$ cat src/rtl/core/assert_macros.svh
// Assertion helpers shared by the RTL modules.
// Each macro expects signals named clk and rst in the calling scope.
`ifndef ASSERT_MACROS_SVH
`define ASSERT_MACROS_SVH

// Overlapping implication: cons must hold in the same cycle as ante.
`define SPVG_ASSERT_IMPL(label, ante, cons, msg) \
  label: assert property (@(posedge clk) disable iff (rst) (ante) |-> (cons)) \
    else $error(msg);

// Next-cycle implication: cons must hold in the cycle after ante.
`define SPVG_ASSERT_NEXT(label, ante, cons, msg) \
  label: assert property (@(posedge clk) disable iff (rst) (ante) |=> (cons)) \
    else $error(msg);

`endif

$ cat src/rtl/core/spvg_pkg.sv
package spvg_pkg;

  // Defaults for the top-level parameters
  localparam int MAX_POINTS_DEF   = 31;
  localparam int CORDIC_STEPS_DEF = 24;

  // Iteration counts of the setup units
  localparam int SQRT_STEPS = 24;
  localparam int DIV_STEPS  = 25;

  // Binary angle constants (full turn = 2^24)
  localparam logic signed [25:0] HALF_TURN    = 26'sd8388608;
  localparam logic signed [25:0] QUARTER_TURN = 26'sd4194304;

  // 1/CORDIC gain in Q30
  localparam logic [29:0] INV_GAIN = 30'd652032874;

  // Controller to datapath commands
  typedef struct packed {
    logic       load;
    logic       sq_first;
    logic       sq_add;
    logic       sq_inner;
    logic       sqrt_init;
    logic       sqrt_step;
    logic       sqrt_store;
    logic       div_init;
    logic       div_step;
    logic       k_init;
    logic       k_adv;
    logic       vec_init;
    logic       vec_store;
    logic       rot_init;
    logic       rot_odd;
    logic       cor_step;
    logic       round;
    logic       emit;
    logic       close;
    logic [4:0] idx;
  } cmd_t;

  // Datapath to controller status
  typedef struct packed {
    logic       out_free;
    logic       outer_zero;
    logic [5:0] n2;
  } sts_t;

  // atan(2^-i) in binary angle units
  function automatic logic [21:0] atan_val(input logic [4:0] i);
    logic [21:0] v;
    unique case (i)
      5'd0:    v = 22'd2097152;
      5'd1:    v = 22'd1238021;
      5'd2:    v = 22'd654136;
      5'd3:    v = 22'd332050;
      5'd4:    v = 22'd166669;
      5'd5:    v = 22'd83416;
      5'd6:    v = 22'd41718;
      5'd7:    v = 22'd20860;
      5'd8:    v = 22'd10430;
      5'd9:    v = 22'd5215;
      5'd10:   v = 22'd2608;
      5'd11:   v = 22'd1304;
      5'd12:   v = 22'd652;
      5'd13:   v = 22'd326;
      5'd14:   v = 22'd163;
      5'd15:   v = 22'd81;
      5'd16:   v = 22'd41;
      5'd17:   v = 22'd20;
      5'd18:   v = 22'd10;
      5'd19:   v = 22'd5;
      5'd20:   v = 22'd3;
      5'd21:   v = 22'd1;
      5'd22:   v = 22'd1;
      default: v = 22'd0;
    endcase
    return v;
  endfunction

endpackage

$ cat src/rtl/core/spvg_ctrl.sv
`include "assert_macros.svh"

module spvg_ctrl #(
  parameter int CORDIC_STEPS = spvg_pkg::CORDIC_STEPS_DEF
) (
  input  logic            clk,
  input  logic            rst,
  input  logic            in_valid,
  output logic            in_stall,
  input  spvg_pkg::sts_t  sts,
  output spvg_pkg::cmd_t  cmd
);

  localparam logic [3:0] S_IDLE      = 4'd0;
  localparam logic [3:0] S_SQ_A      = 4'd1;
  localparam logic [3:0] S_SQ_B      = 4'd2;
  localparam logic [3:0] S_SQRT_INIT = 4'd3;
  localparam logic [3:0] S_SQRT      = 4'd4;
  localparam logic [3:0] S_SQRT_END  = 4'd5;
  localparam logic [3:0] S_DIV_INIT  = 4'd6;
  localparam logic [3:0] S_DIV       = 4'd7;
  localparam logic [3:0] S_VEC_INIT  = 4'd8;
  localparam logic [3:0] S_VEC       = 4'd9;
  localparam logic [3:0] S_VEC_END   = 4'd10;
  localparam logic [3:0] S_ROT_INIT  = 4'd11;
  localparam logic [3:0] S_ROT       = 4'd12;
  localparam logic [3:0] S_ROUND     = 4'd13;
  localparam logic [3:0] S_EMIT      = 4'd14;
  localparam logic [3:0] S_CLOSE     = 4'd15;

  localparam logic [5:0] COR_LAST  = 6'(CORDIC_STEPS - 1);
  localparam logic [5:0] SQRT_LAST = 6'(spvg_pkg::SQRT_STEPS - 1);
  localparam logic [5:0] DIV_LAST  = 6'(spvg_pkg::DIV_STEPS - 1);

  logic [3:0] state, state_next;
  logic [5:0] cnt, cnt_next;
  logic [5:0] k, k_next;
  logic       inner, inner_next;

  assign in_stall = (state != S_IDLE);

  // Sequence the setup units, then one rotation per vertex
  always_comb begin
    state_next = state;
    cnt_next   = cnt;
    k_next     = k;
    inner_next = inner;
    cmd        = '0;
    cmd.idx    = cnt[4:0];
    cmd.sq_inner = inner;
    cmd.rot_odd  = k[0];
    unique case (state)
      S_IDLE: begin
        if (in_valid) begin
          cmd.load   = 1'b1;
          inner_next = 1'b0;
          state_next = S_SQ_A;
        end
      end
      S_SQ_A: begin
        cmd.sq_first = 1'b1;
        state_next   = S_SQ_B;
      end
      S_SQ_B: begin
        cmd.sq_add = 1'b1;
        state_next = S_SQRT_INIT;
      end
      S_SQRT_INIT: begin
        cmd.sqrt_init = 1'b1;
        cnt_next      = '0;
        state_next    = S_SQRT;
      end
      S_SQRT: begin
        cmd.sqrt_step = 1'b1;
        cnt_next      = cnt + 6'd1;
        if (cnt == SQRT_LAST) state_next = S_SQRT_END;
      end
      S_SQRT_END: begin
        cmd.sqrt_store = 1'b1;
        if (inner) begin
          state_next = S_DIV_INIT;
        end else begin
          inner_next = 1'b1;
          state_next = S_SQ_A;
        end
      end
      S_DIV_INIT: begin
        cmd.div_init = 1'b1;
        cmd.k_init   = 1'b1;
        cnt_next     = '0;
        state_next   = S_DIV;
      end
      S_DIV: begin
        cmd.div_step = 1'b1;
        cnt_next     = cnt + 6'd1;
        if (cnt == DIV_LAST) state_next = S_VEC_INIT;
      end
      S_VEC_INIT: begin
        cmd.vec_init = 1'b1;
        cnt_next     = '0;
        k_next       = '0;
        state_next   = sts.outer_zero ? S_ROT_INIT : S_VEC;
      end
      S_VEC: begin
        cmd.cor_step = 1'b1;
        cnt_next     = cnt + 6'd1;
        if (cnt == COR_LAST) state_next = S_VEC_END;
      end
      S_VEC_END: begin
        cmd.vec_store = 1'b1;
        state_next    = S_ROT_INIT;
      end
      S_ROT_INIT: begin
        cmd.rot_init = 1'b1;
        cnt_next     = '0;
        state_next   = S_ROT;
      end
      S_ROT: begin
        cmd.cor_step = 1'b1;
        cnt_next     = cnt + 6'd1;
        if (cnt == COR_LAST) state_next = S_ROUND;
      end
      S_ROUND: begin
        cmd.round  = 1'b1;
        state_next = S_EMIT;
      end
      S_EMIT: begin
        // hold until the output register can take the item
        if (sts.out_free) begin
          cmd.emit = 1'b1;
          if (k == sts.n2 - 6'd1) begin
            state_next = S_CLOSE;
          end else begin
            cmd.k_adv  = 1'b1;
            k_next     = k + 6'd1;
            state_next = S_ROT_INIT;
          end
        end
      end
      S_CLOSE: begin
        if (sts.out_free) begin
          cmd.close  = 1'b1;
          state_next = S_IDLE;
        end
      end
      default: state_next = S_IDLE;
    endcase
  end

  always_ff @(posedge clk) begin
    if (rst) begin
      state <= S_IDLE;
      cnt   <= '0;
      k     <= '0;
      inner <= 1'b0;
    end else begin
      state <= state_next;
      cnt   <= cnt_next;
      k     <= k_next;
      inner <= inner_next;
    end
  end

  `SPVG_ASSERT_IMPL(a_k_range, state == S_ROT, k < sts.n2, "vertex index past 2N")
  `SPVG_ASSERT_IMPL(a_cnt_range, state == S_ROT || state == S_VEC,
                    cnt <= COR_LAST, "CORDIC step count overrun")
  `SPVG_ASSERT_NEXT(a_close_idle, state == S_CLOSE && sts.out_free,
                    state == S_IDLE, "closing item did not end the star")

endmodule

$ cat src/rtl/core/spvg_dp.sv
`include "assert_macros.svh"

module spvg_dp #(
  parameter int MAX_POINTS = spvg_pkg::MAX_POINTS_DEF
) (
  input  logic                clk,
  input  logic                rst,
  input  spvg_pkg::cmd_t      cmd,
  output spvg_pkg::sts_t      sts,
  input  logic signed [14:0]  center_x,
  input  logic signed [14:0]  center_y,
  input  logic signed [14:0]  outer_x,
  input  logic signed [14:0]  outer_y,
  input  logic signed [14:0]  inner_x,
  input  logic signed [14:0]  inner_y,
  input  logic        [4:0]   num_points,
  output logic                out_valid,
  input  logic                out_stall,
  output logic signed [16:0]  vertex_x,
  output logic signed [16:0]  vertex_y,
  output logic                is_last,
  output logic signed [16:0]  box_min_x,
  output logic signed [16:0]  box_min_y,
  output logic signed [16:0]  box_max_x,
  output logic signed [16:0]  box_max_y
);

  localparam logic [4:0] NMAX = 5'(MAX_POINTS);
  localparam logic [37:0] HALF_LSB = 38'h2000000000;

  // Item registers
  logic signed [14:0] cx, cy;
  logic signed [15:0] dxo, dyo, dxi, dyi;
  logic [4:0]         n;
  logic [5:0]         n2;

  // Radius units
  logic signed [15:0] mop;
  logic signed [31:0] prod;
  logic [31:0]        acc;
  logic [47:0]        sv, sr, sb, strial;
  logic [23:0]        ro, ri;

  // Divider and angle stepping
  logic [24:0] dn, dq;
  logic [6:0]  drem, rsh, s2;
  logic [23:0] stq, off;
  logic [6:0]  str;

  // CORDIC
  logic signed [57:0] xr, yr, xs, ys, ex, ey;
  logic signed [25:0] zr, at, t, tf;
  logic               vmode, flip, dpos, tflip;
  logic [23:0]        ang, rr;
  logic [53:0]        rmul;

  // Rounding and tracking
  logic signed [57:0] ox, oy, totx, toty;
  logic signed [19:0] vx, vy, qx, qy;
  logic signed [19:0] lx, ly, fx, fy, bx0, by0, bx1, by1;
  logic               have, dup, out_free, load_v;

  assign n2 = {n, 1'b0};
  assign out_free = !out_valid || !out_stall;
  assign sts.out_free   = out_free;
  assign sts.outer_zero = (dxo == 16'sd0) && (dyo == 16'sd0);
  assign sts.n2         = n2;

  // Latch the item and clamp the point count
  always_ff @(posedge clk) begin
    if (cmd.load) begin
      cx  <= center_x;
      cy  <= center_y;
      dxo <= {outer_x[14], outer_x} - {center_x[14], center_x};
      dyo <= {outer_y[14], outer_y} - {center_y[14], center_y};
      dxi <= {inner_x[14], inner_x} - {center_x[14], center_x};
      dyi <= {inner_y[14], inner_y} - {center_y[14], center_y};
      if (num_points > NMAX)       n <= NMAX;
      else if (num_points < 5'd3)  n <= 5'd3;
      else                         n <= num_points;
    end
  end

  // Squared length, one product a cycle
  always_comb begin
    if (cmd.sq_add) mop = cmd.sq_inner ? dyi : dyo;
    else            mop = cmd.sq_inner ? dxi : dxo;
  end
  assign prod = mop * mop;

  always_ff @(posedge clk) begin
    if (cmd.sq_first)    acc <= unsigned'(prod);
    else if (cmd.sq_add) acc <= acc + unsigned'(prod);
  end

  // Bitwise integer square root
  assign strial = sr + sb;
  always_ff @(posedge clk) begin
    if (cmd.sqrt_init) begin
      sv <= {acc, 16'd0};
      sr <= '0;
      sb <= 48'd1 << 46;
    end else if (cmd.sqrt_step) begin
      if (sv >= strial) begin
        sv <= sv - strial;
        sr <= (sr >> 1) + sb;
      end else begin
        sr <= sr >> 1;
      end
      sb <= sb >> 2;
    end
    if (cmd.sqrt_store) begin
      if (cmd.sq_inner) ri <= sr[23:0];
      else              ro <= sr[23:0];
    end
  end

  // Restoring divide of a full turn by 2N, one bit a cycle
  assign rsh = {drem[5:0], dn[24]};
  always_ff @(posedge clk) begin
    if (cmd.div_init) begin
      dn   <= 25'h1000000;
      drem <= '0;
      dq   <= '0;
    end else if (cmd.div_step) begin
      dn <= dn << 1;
      if (rsh >= {1'b0, n2}) begin
        drem <= rsh - {1'b0, n2};
        dq   <= {dq[23:0], 1'b1};
      end else begin
        drem <= rsh;
        dq   <= {dq[23:0], 1'b0};
      end
    end
  end

  // Advance the rounded vertex angle step by quotient and remainder
  assign s2 = str + drem;
  always_ff @(posedge clk) begin
    if (cmd.k_init) begin
      stq <= '0;
      str <= {2'b00, n};
    end else if (cmd.k_adv) begin
      if (s2 >= {1'b0, n2}) begin
        str <= s2 - {1'b0, n2};
        stq <= stq + dq[23:0] + 24'd1;
      end else begin
        str <= s2;
        stq <= stq + dq[23:0];
      end
    end
  end

  // Fold the vertex angle into the right half plane
  assign ang = off + stq;
  always_comb begin
    t     = {{2{ang[23]}}, ang};
    tf    = t;
    tflip = 1'b0;
    if (t > spvg_pkg::QUARTER_TURN) begin
      tf    = t - spvg_pkg::HALF_TURN;
      tflip = 1'b1;
    end else if (t < -spvg_pkg::QUARTER_TURN) begin
      tf    = t + spvg_pkg::HALF_TURN;
      tflip = 1'b1;
    end
  end

  assign rr   = cmd.rot_odd ? ri : ro;
  assign rmul = 54'(rr) * 54'(spvg_pkg::INV_GAIN);

  assign ex = {{26{dxo[15]}}, dxo, 16'd0};
  assign ey = {{26{dyo[15]}}, dyo, 16'd0};
  assign xs = xr >>> cmd.idx;
  assign ys = yr >>> cmd.idx;
  assign at = signed'({4'd0, spvg_pkg::atan_val(cmd.idx)});
  assign dpos = vmode ? !(yr > 58'sd0) : !zr[25];

  // Shared CORDIC: vectoring for the start angle, rotation per vertex
  always_ff @(posedge clk) begin
    if (cmd.vec_init) begin
      vmode <= 1'b1;
      off   <= '0;
      if (dxo < 16'sd0) begin
        xr <= -ex;
        yr <= -ey;
        zr <= spvg_pkg::HALF_TURN;
      end else begin
        xr <= ex;
        yr <= ey;
        zr <= '0;
      end
    end else if (cmd.rot_init) begin
      vmode <= 1'b0;
      flip  <= tflip;
      xr    <= signed'({4'd0, rmul});
      yr    <= '0;
      zr    <= tf;
    end else if (cmd.cor_step) begin
      if (dpos) begin
        xr <= xr - ys;
        yr <= yr + xs;
        zr <= zr - at;
      end else begin
        xr <= xr + ys;
        yr <= yr - xs;
        zr <= zr + at;
      end
    end
    if (cmd.vec_store) off <= zr[23:0];
  end

  // Add the center and round to nearest, ties to even
  assign ox   = flip ? -xr : xr;
  assign oy   = flip ? -yr : yr;
  assign totx = {{5{cx[14]}}, cx, 38'd0} + ox;
  assign toty = {{5{cy[14]}}, cy, 38'd0} + oy;
  always_comb begin
    qx = totx[57:38];
    qy = toty[57:38];
    if (totx[37:0] > HALF_LSB || (totx[37:0] == HALF_LSB && qx[0])) qx = qx + 20'sd1;
    if (toty[37:0] > HALF_LSB || (toty[37:0] == HALF_LSB && qy[0])) qy = qy + 20'sd1;
  end

  always_ff @(posedge clk) begin
    if (cmd.round) begin
      vx <= qx;
      vy <= qy;
    end
  end

  assign dup    = have && (vx == lx) && (vy == ly);
  assign load_v = (cmd.emit && !dup) || cmd.close;

  // Track the last vertex, the first one and the bounding box
  always_ff @(posedge clk) begin
    if (rst) begin
      have <= 1'b0;
    end else if (cmd.load) begin
      have <= 1'b0;
    end else if (cmd.emit && !dup) begin
      have <= 1'b1;
    end
  end

  always_ff @(posedge clk) begin
    if (cmd.emit && !dup) begin
      lx <= vx;
      ly <= vy;
      if (!have) begin
        fx  <= vx;
        fy  <= vy;
        bx0 <= vx;
        by0 <= vy;
        bx1 <= vx;
        by1 <= vy;
      end else begin
        if (vx < bx0) bx0 <= vx;
        if (vy < by0) by0 <= vy;
        if (vx > bx1) bx1 <= vx;
        if (vy > by1) by1 <= vy;
      end
    end
  end

  // Output register
  always_ff @(posedge clk) begin
    if (rst) begin
      out_valid <= 1'b0;
    end else if (load_v) begin
      out_valid <= 1'b1;
    end else if (!out_stall) begin
      out_valid <= 1'b0;
    end
  end

  always_ff @(posedge clk) begin
    if (cmd.close) begin
      vertex_x  <= fx[16:0];
      vertex_y  <= fy[16:0];
      is_last   <= 1'b1;
      box_min_x <= bx0[16:0];
      box_min_y <= by0[16:0];
      box_max_x <= bx1[16:0];
      box_max_y <= by1[16:0];
    end else if (cmd.emit && !dup) begin
      vertex_x  <= vx[16:0];
      vertex_y  <= vy[16:0];
      is_last   <= 1'b0;
      box_min_x <= '0;
      box_min_y <= '0;
      box_max_x <= '0;
      box_max_y <= '0;
    end
  end

  `SPVG_ASSERT_NEXT(a_emit_have, cmd.emit, have, "emitted vertex not recorded")
  `SPVG_ASSERT_IMPL(a_box_order, have, bx0 <= bx1 && by0 <= by1, "bounding box inverted")
  `SPVG_ASSERT_IMPL(a_close_have, cmd.close, have, "closing item without any vertex")

endmodule

$ cat src/rtl/core/star_polygon_vertex_generator.sv
// Star polygon vertex generator. One input item (center, outer point, inner point,
// point count N clamped to 3..MAX_POINTS) yields up to 2N vertices alternating
// between outer and inner radius, each rounded ties-to-even, with repeats of the
// previous vertex dropped, then a closing copy of the first vertex flagged is_last
// that carries the bounding box. Items are handled one at a time. The single iterative
// CORDIC unit, used for the start angle and once per vertex, runs after two square
// roots (outer and inner radius) and a divide of a full turn by 2N for the angle step.
module star_polygon_vertex_generator #(
  parameter int MAX_POINTS   = spvg_pkg::MAX_POINTS_DEF,
  parameter int CORDIC_STEPS = spvg_pkg::CORDIC_STEPS_DEF
) (
  input  logic               clk,
  input  logic               rst,
  input  logic               in_valid,
  output logic               in_stall,
  input  logic signed [14:0] center_x,
  input  logic signed [14:0] center_y,
  input  logic signed [14:0] outer_x,
  input  logic signed [14:0] outer_y,
  input  logic signed [14:0] inner_x,
  input  logic signed [14:0] inner_y,
  input  logic        [4:0]  num_points,
  output logic               out_valid,
  input  logic               out_stall,
  output logic signed [16:0] vertex_x,
  output logic signed [16:0] vertex_y,
  output logic               is_last,
  output logic signed [16:0] box_min_x,
  output logic signed [16:0] box_min_y,
  output logic signed [16:0] box_max_x,
  output logic signed [16:0] box_max_y
);

  spvg_pkg::cmd_t cmd;
  spvg_pkg::sts_t sts;

  spvg_ctrl #(
    .CORDIC_STEPS(CORDIC_STEPS)
  ) u_ctrl (
    .clk      (clk),
    .rst      (rst),
    .in_valid (in_valid),
    .in_stall (in_stall),
    .sts      (sts),
    .cmd      (cmd)
  );

  spvg_dp #(
    .MAX_POINTS(MAX_POINTS)
  ) u_dp (
    .clk        (clk),
    .rst        (rst),
    .cmd        (cmd),
    .sts        (sts),
    .center_x   (center_x),
    .center_y   (center_y),
    .outer_x    (outer_x),
    .outer_y    (outer_y),
    .inner_x    (inner_x),
    .inner_y    (inner_y),
    .num_points (num_points),
    .out_valid  (out_valid),
    .out_stall  (out_stall),
    .vertex_x   (vertex_x),
    .vertex_y   (vertex_y),
    .is_last    (is_last),
    .box_min_x  (box_min_x),
    .box_min_y  (box_min_y),
    .box_max_x  (box_max_x),
    .box_max_y  (box_max_y)
  );

endmodule
$ cat config.mk
export PLATFORM = sky130hd
export DESIGN_NAME = star_polygon_vertex_generator
export DESIGN_NICKNAME = d
export VERILOG_FILES = /design/src/rtl/core/spvg_pkg.sv /design/src/rtl/core/spvg_ctrl.sv /design/src/rtl/core/spvg_dp.sv /design/src/rtl/core/star_polygon_vertex_generator.sv
export VERILOG_INCLUDE_DIRS = /design/src /design/src/rtl/core
export SDC_FILE = /design/constraint.sdc
export NUM_CORES = 2
export LEC_CHECK = 0
export BUFFER_PORTS_ARGS = -buffer_cell sky130_fd_sc_hd__buf_4
export CAP_MARGIN = 20
export CORE_MARGIN = 3
export CORE_UTILIZATION = 33
export DETAILED_ROUTE_END_ITERATION = 16
export MAX_ROUTING_LAYER = met4
export PLACE_DENSITY = 0.44
export SLEW_MARGIN = 20
export SYNTH_ARGS = -nofsm -noshare
export SYNTH_HDL_FRONTEND = slang
export SYNTH_SLANG_ARGS = --single-unit
$ cat constraint.sdc
create_clock -name clk -period 12.15 [get_ports clk]
set_clock_uncertainty 0.15 [all_clocks]
set_input_delay 1.215 -clock clk [delete_from_list [all_inputs] [get_ports clk]]
set_output_delay 1.215 -clock clk [all_outputs]
set_load 0.02 [all_outputs]
==> flow_metrics.py <==
metrics = {
    "yosys": {
        "yosysTopAreaCellShare_pct": 22.4,
        "syn_inst": 9722,
        "synth_ff_type": "edfxtp_1",
        "synth.yosys.seq_area_share_pct": 26.6,
        "synth-edff-count": 679,
        "syn_area_um2": 91000,
        "syn_nets": 11200,
        "yosys-top-cells-area": "edfxtp_1 (22%), fa_1 (12%), ha_1 (12%)",
        "yosysTopAreaCell": "edfxtp_1",
        "async_flop_share_pct": 0,
        "synth-seq-cells": 868,
        "synth.avg_cell_area_um2": 9.36,
        "ys_warn_count": 0,
        "yosys.cell_types.count": 95,
    },
    "route": {
        "vias": 73300,
        "ant_nets": 0,
        "dr.pass1.iters": 5,
        "dr.first_iter.drc_count": 5596,
        "drcViolationCount": 0,
        "vias_per_cell": 5.41,
        "routed_wl_um": 319000,
        "wl_per_cell_um": 23.6,
    },
    "clock_tree": {
        "postCtsSetupRepairBufs": 0,
        "cts_resized": 0,
        "clk_latency_ns": 0.79,
        "cts.clk_slew.worst_paths_ns": 0.06,
        "clockRootBuffer": "clkbuf_16",
        "clock_path_buffers": 3,
        "htreeDepth": 3,
        "cts-buffers-inserted": 108,
        "cts_tree": "built",
        "cts_hold_buffers": 0,
        "numClockSinks": 868,
    },
    "finish": {
        "design_area_um2": 100000,
        "fillers": 27700,
        "drive_above_1_share_pct": 9.14,
        "syn_to_final_growth_pct": 10.4,
        "multi_input_area_um2": 61600,
        "finalNetCount": 11300,
        "finalNonFillerCells": 13600,
        "layout.area.seq_um2": 24200,
    },
    "critical_path": {
        "crit_path_start_kind": "register",
        "worstPathMaxFanout": 18,
        "crit_required_ns": 12.46,
        "crit_arrival_ns": 11.85,
        "path_buf_inv": 5,
        "slowest_delay_ns": 0.94,
        "crit_slowest_cell": "a2111oi_0",
        "end_kind": "register",
        "critPathMostFrequentCell": "fa_1",
        "critPathTopFamily": "adder cells",
        "critical_path_class": "register to register",
    },
    "floorplanning": {
        "die_h_um": 531,
        "num_rows": 192,
        "die_w_um": 531,
        "io_pins": 204,
        "start_util_pct": 33.2,
        "core_area_um2": 274000,
        "design.die.area_um2": 282000,
    },
    "timing": {
        "min_period_over_period_pct": 94.9,
        "relSlewSlack_pct": 25.2,
        "final-setup-viol-count": 0,
        "grt_setup_unrepaired": "no",
        "finalMaxSlewViolations": 0,
        "tns_ns": 0,
        "final_hold_viol_count": 0,
        "layout_min_cycle_time_ns": 11.53,
        "max_freq_mhz": 86.7,
        "worst_slew_pin_slew_ns": 1.12,
    },
    "hold_path": {
        "holdCritPathClass": "register to register",
    },
    "placed_design": {
        "place_hpwl_um": 256000,
        "placed_area_um2": 96700,
        "dpl.cell_count": 13300,
        "io_buffers": 203,
        "gp_congestion": 0.938,
    },
    "job": {
        "drv_cap": 0,
    },
    "global_route": {
        "grt_pass1_vias": 73300,
        "antenna_found_initial": 21,
        "grtUsageTotal_pct": 22.9,
        "grt_start_max_net_pins": 115,
        "grt_pass1_wl_um": 478000,
        "grt-ovfl-total": 0,
    },
    "status": {
        "status": "complete, no violations",
    },
}
[state kept, by name, indices dropped and copies added (netlist names), 26 cells and up]
register and cells:
u_dp.xr 58, u_dp.yr 58, u_dp.sr 48, u_dp.sv 48
u_dp.acc 32, u_dp.zr 26
[cell type report]
class,instances,area share (%)
Antenna cell,18,0.0448
Clock inverter,79,0.910
Multi-Input combinational cell,7423,61.3
Tap cell,3686,4.59
Clock buffer,126,2.82
Sequential cell,868,24.1
Timing Repair Buffer,317,2.42
Inverter,1038,3.88
[cells by family after synthesis]
group,synth area share (%)
AO/OA/AOI/OAI,15.5
adder cells (fa/ha/maj),23.8
multiplexers,7.53
buffers and inverters,6.00
XOR/XNOR,7.38
flip-flops,26.6
AND/OR/NAND/NOR,13.3
[path summary, 6_finish.rpt]
path         slack, ns            to       startpoint  depth (start not counted)
min               0.29   u_dp.dq[10]       u_dp.dq[9]                          2
max reg2reg       0.62  u_dp.acc[31]  u_ctrl.state[1]                         35
max               0.62  u_dp.acc[31]  u_ctrl.state[1]                         35
min reg2reg       0.29   u_dp.dq[10]       u_dp.dq[9]                          2
[stage by stage]
stage / hold slack [ns] / worst slack [ns] / utilization, %
final: 0.292 / 0.617 / 36.7
after global routing: 0.326 / 0.0111 / 36.7
after CTS: 0.296 / 0.661 / 36.6
after detailed placement: 0.309 / 0.804 / 35.3
after global placement: 0.301 / 0.805 / 35.3
after floorplan: 0.280 / 2.67 / -
[placed cells by master, fill, tap and decap left out, types with 180 or more instances in the layout]
master and count:
a21o_1 216, a21oi_1 558, buf_4 312, dfxtp_1 182
edfxtp_1 679, fa_1 554, ha_1 842, inv_1 1030
mux4_2 180, nand2_1 861, nand3_1 186, nor2_1 723
o21ai_0 569, xnor2_1 449, xor2_1 315
[routing by layer]
metal | vias to the layer above | track usage, % | part of all wire, %
met5 | - | - | 0
met4 | 0 | 6.46 | 3.2
met3 | 405 | 2.43 | 4.4
met2 | 1893 | 37.2 | 47
met1 | 36500 | 30.4 | 45
li1 | 34500 | - | -
[tightest hold or removal path, stage by stage (launching register included)]
cell and delay (ns):
dfxtp_1 0.32, nand2_1 0.06, a21oi_1 0.05
[cell usage after synthesis (all sizes together), types with 113 or more instances]
library cell,count
a21o,216
a21oi,562
a31oi,113
clkbuf,281
dfxtp,189
edfxtp,679
fa,554
ha,842
inv,1035
mux2i,153
mux4,185
nand2,866
nand3,187
nor2,729
nor3,149
o21ai,575
xnor2,449
xor2,315
Power is not shown: default switching activity piles up to over one toggle a cycle in this logic, so the estimate is an artifact.
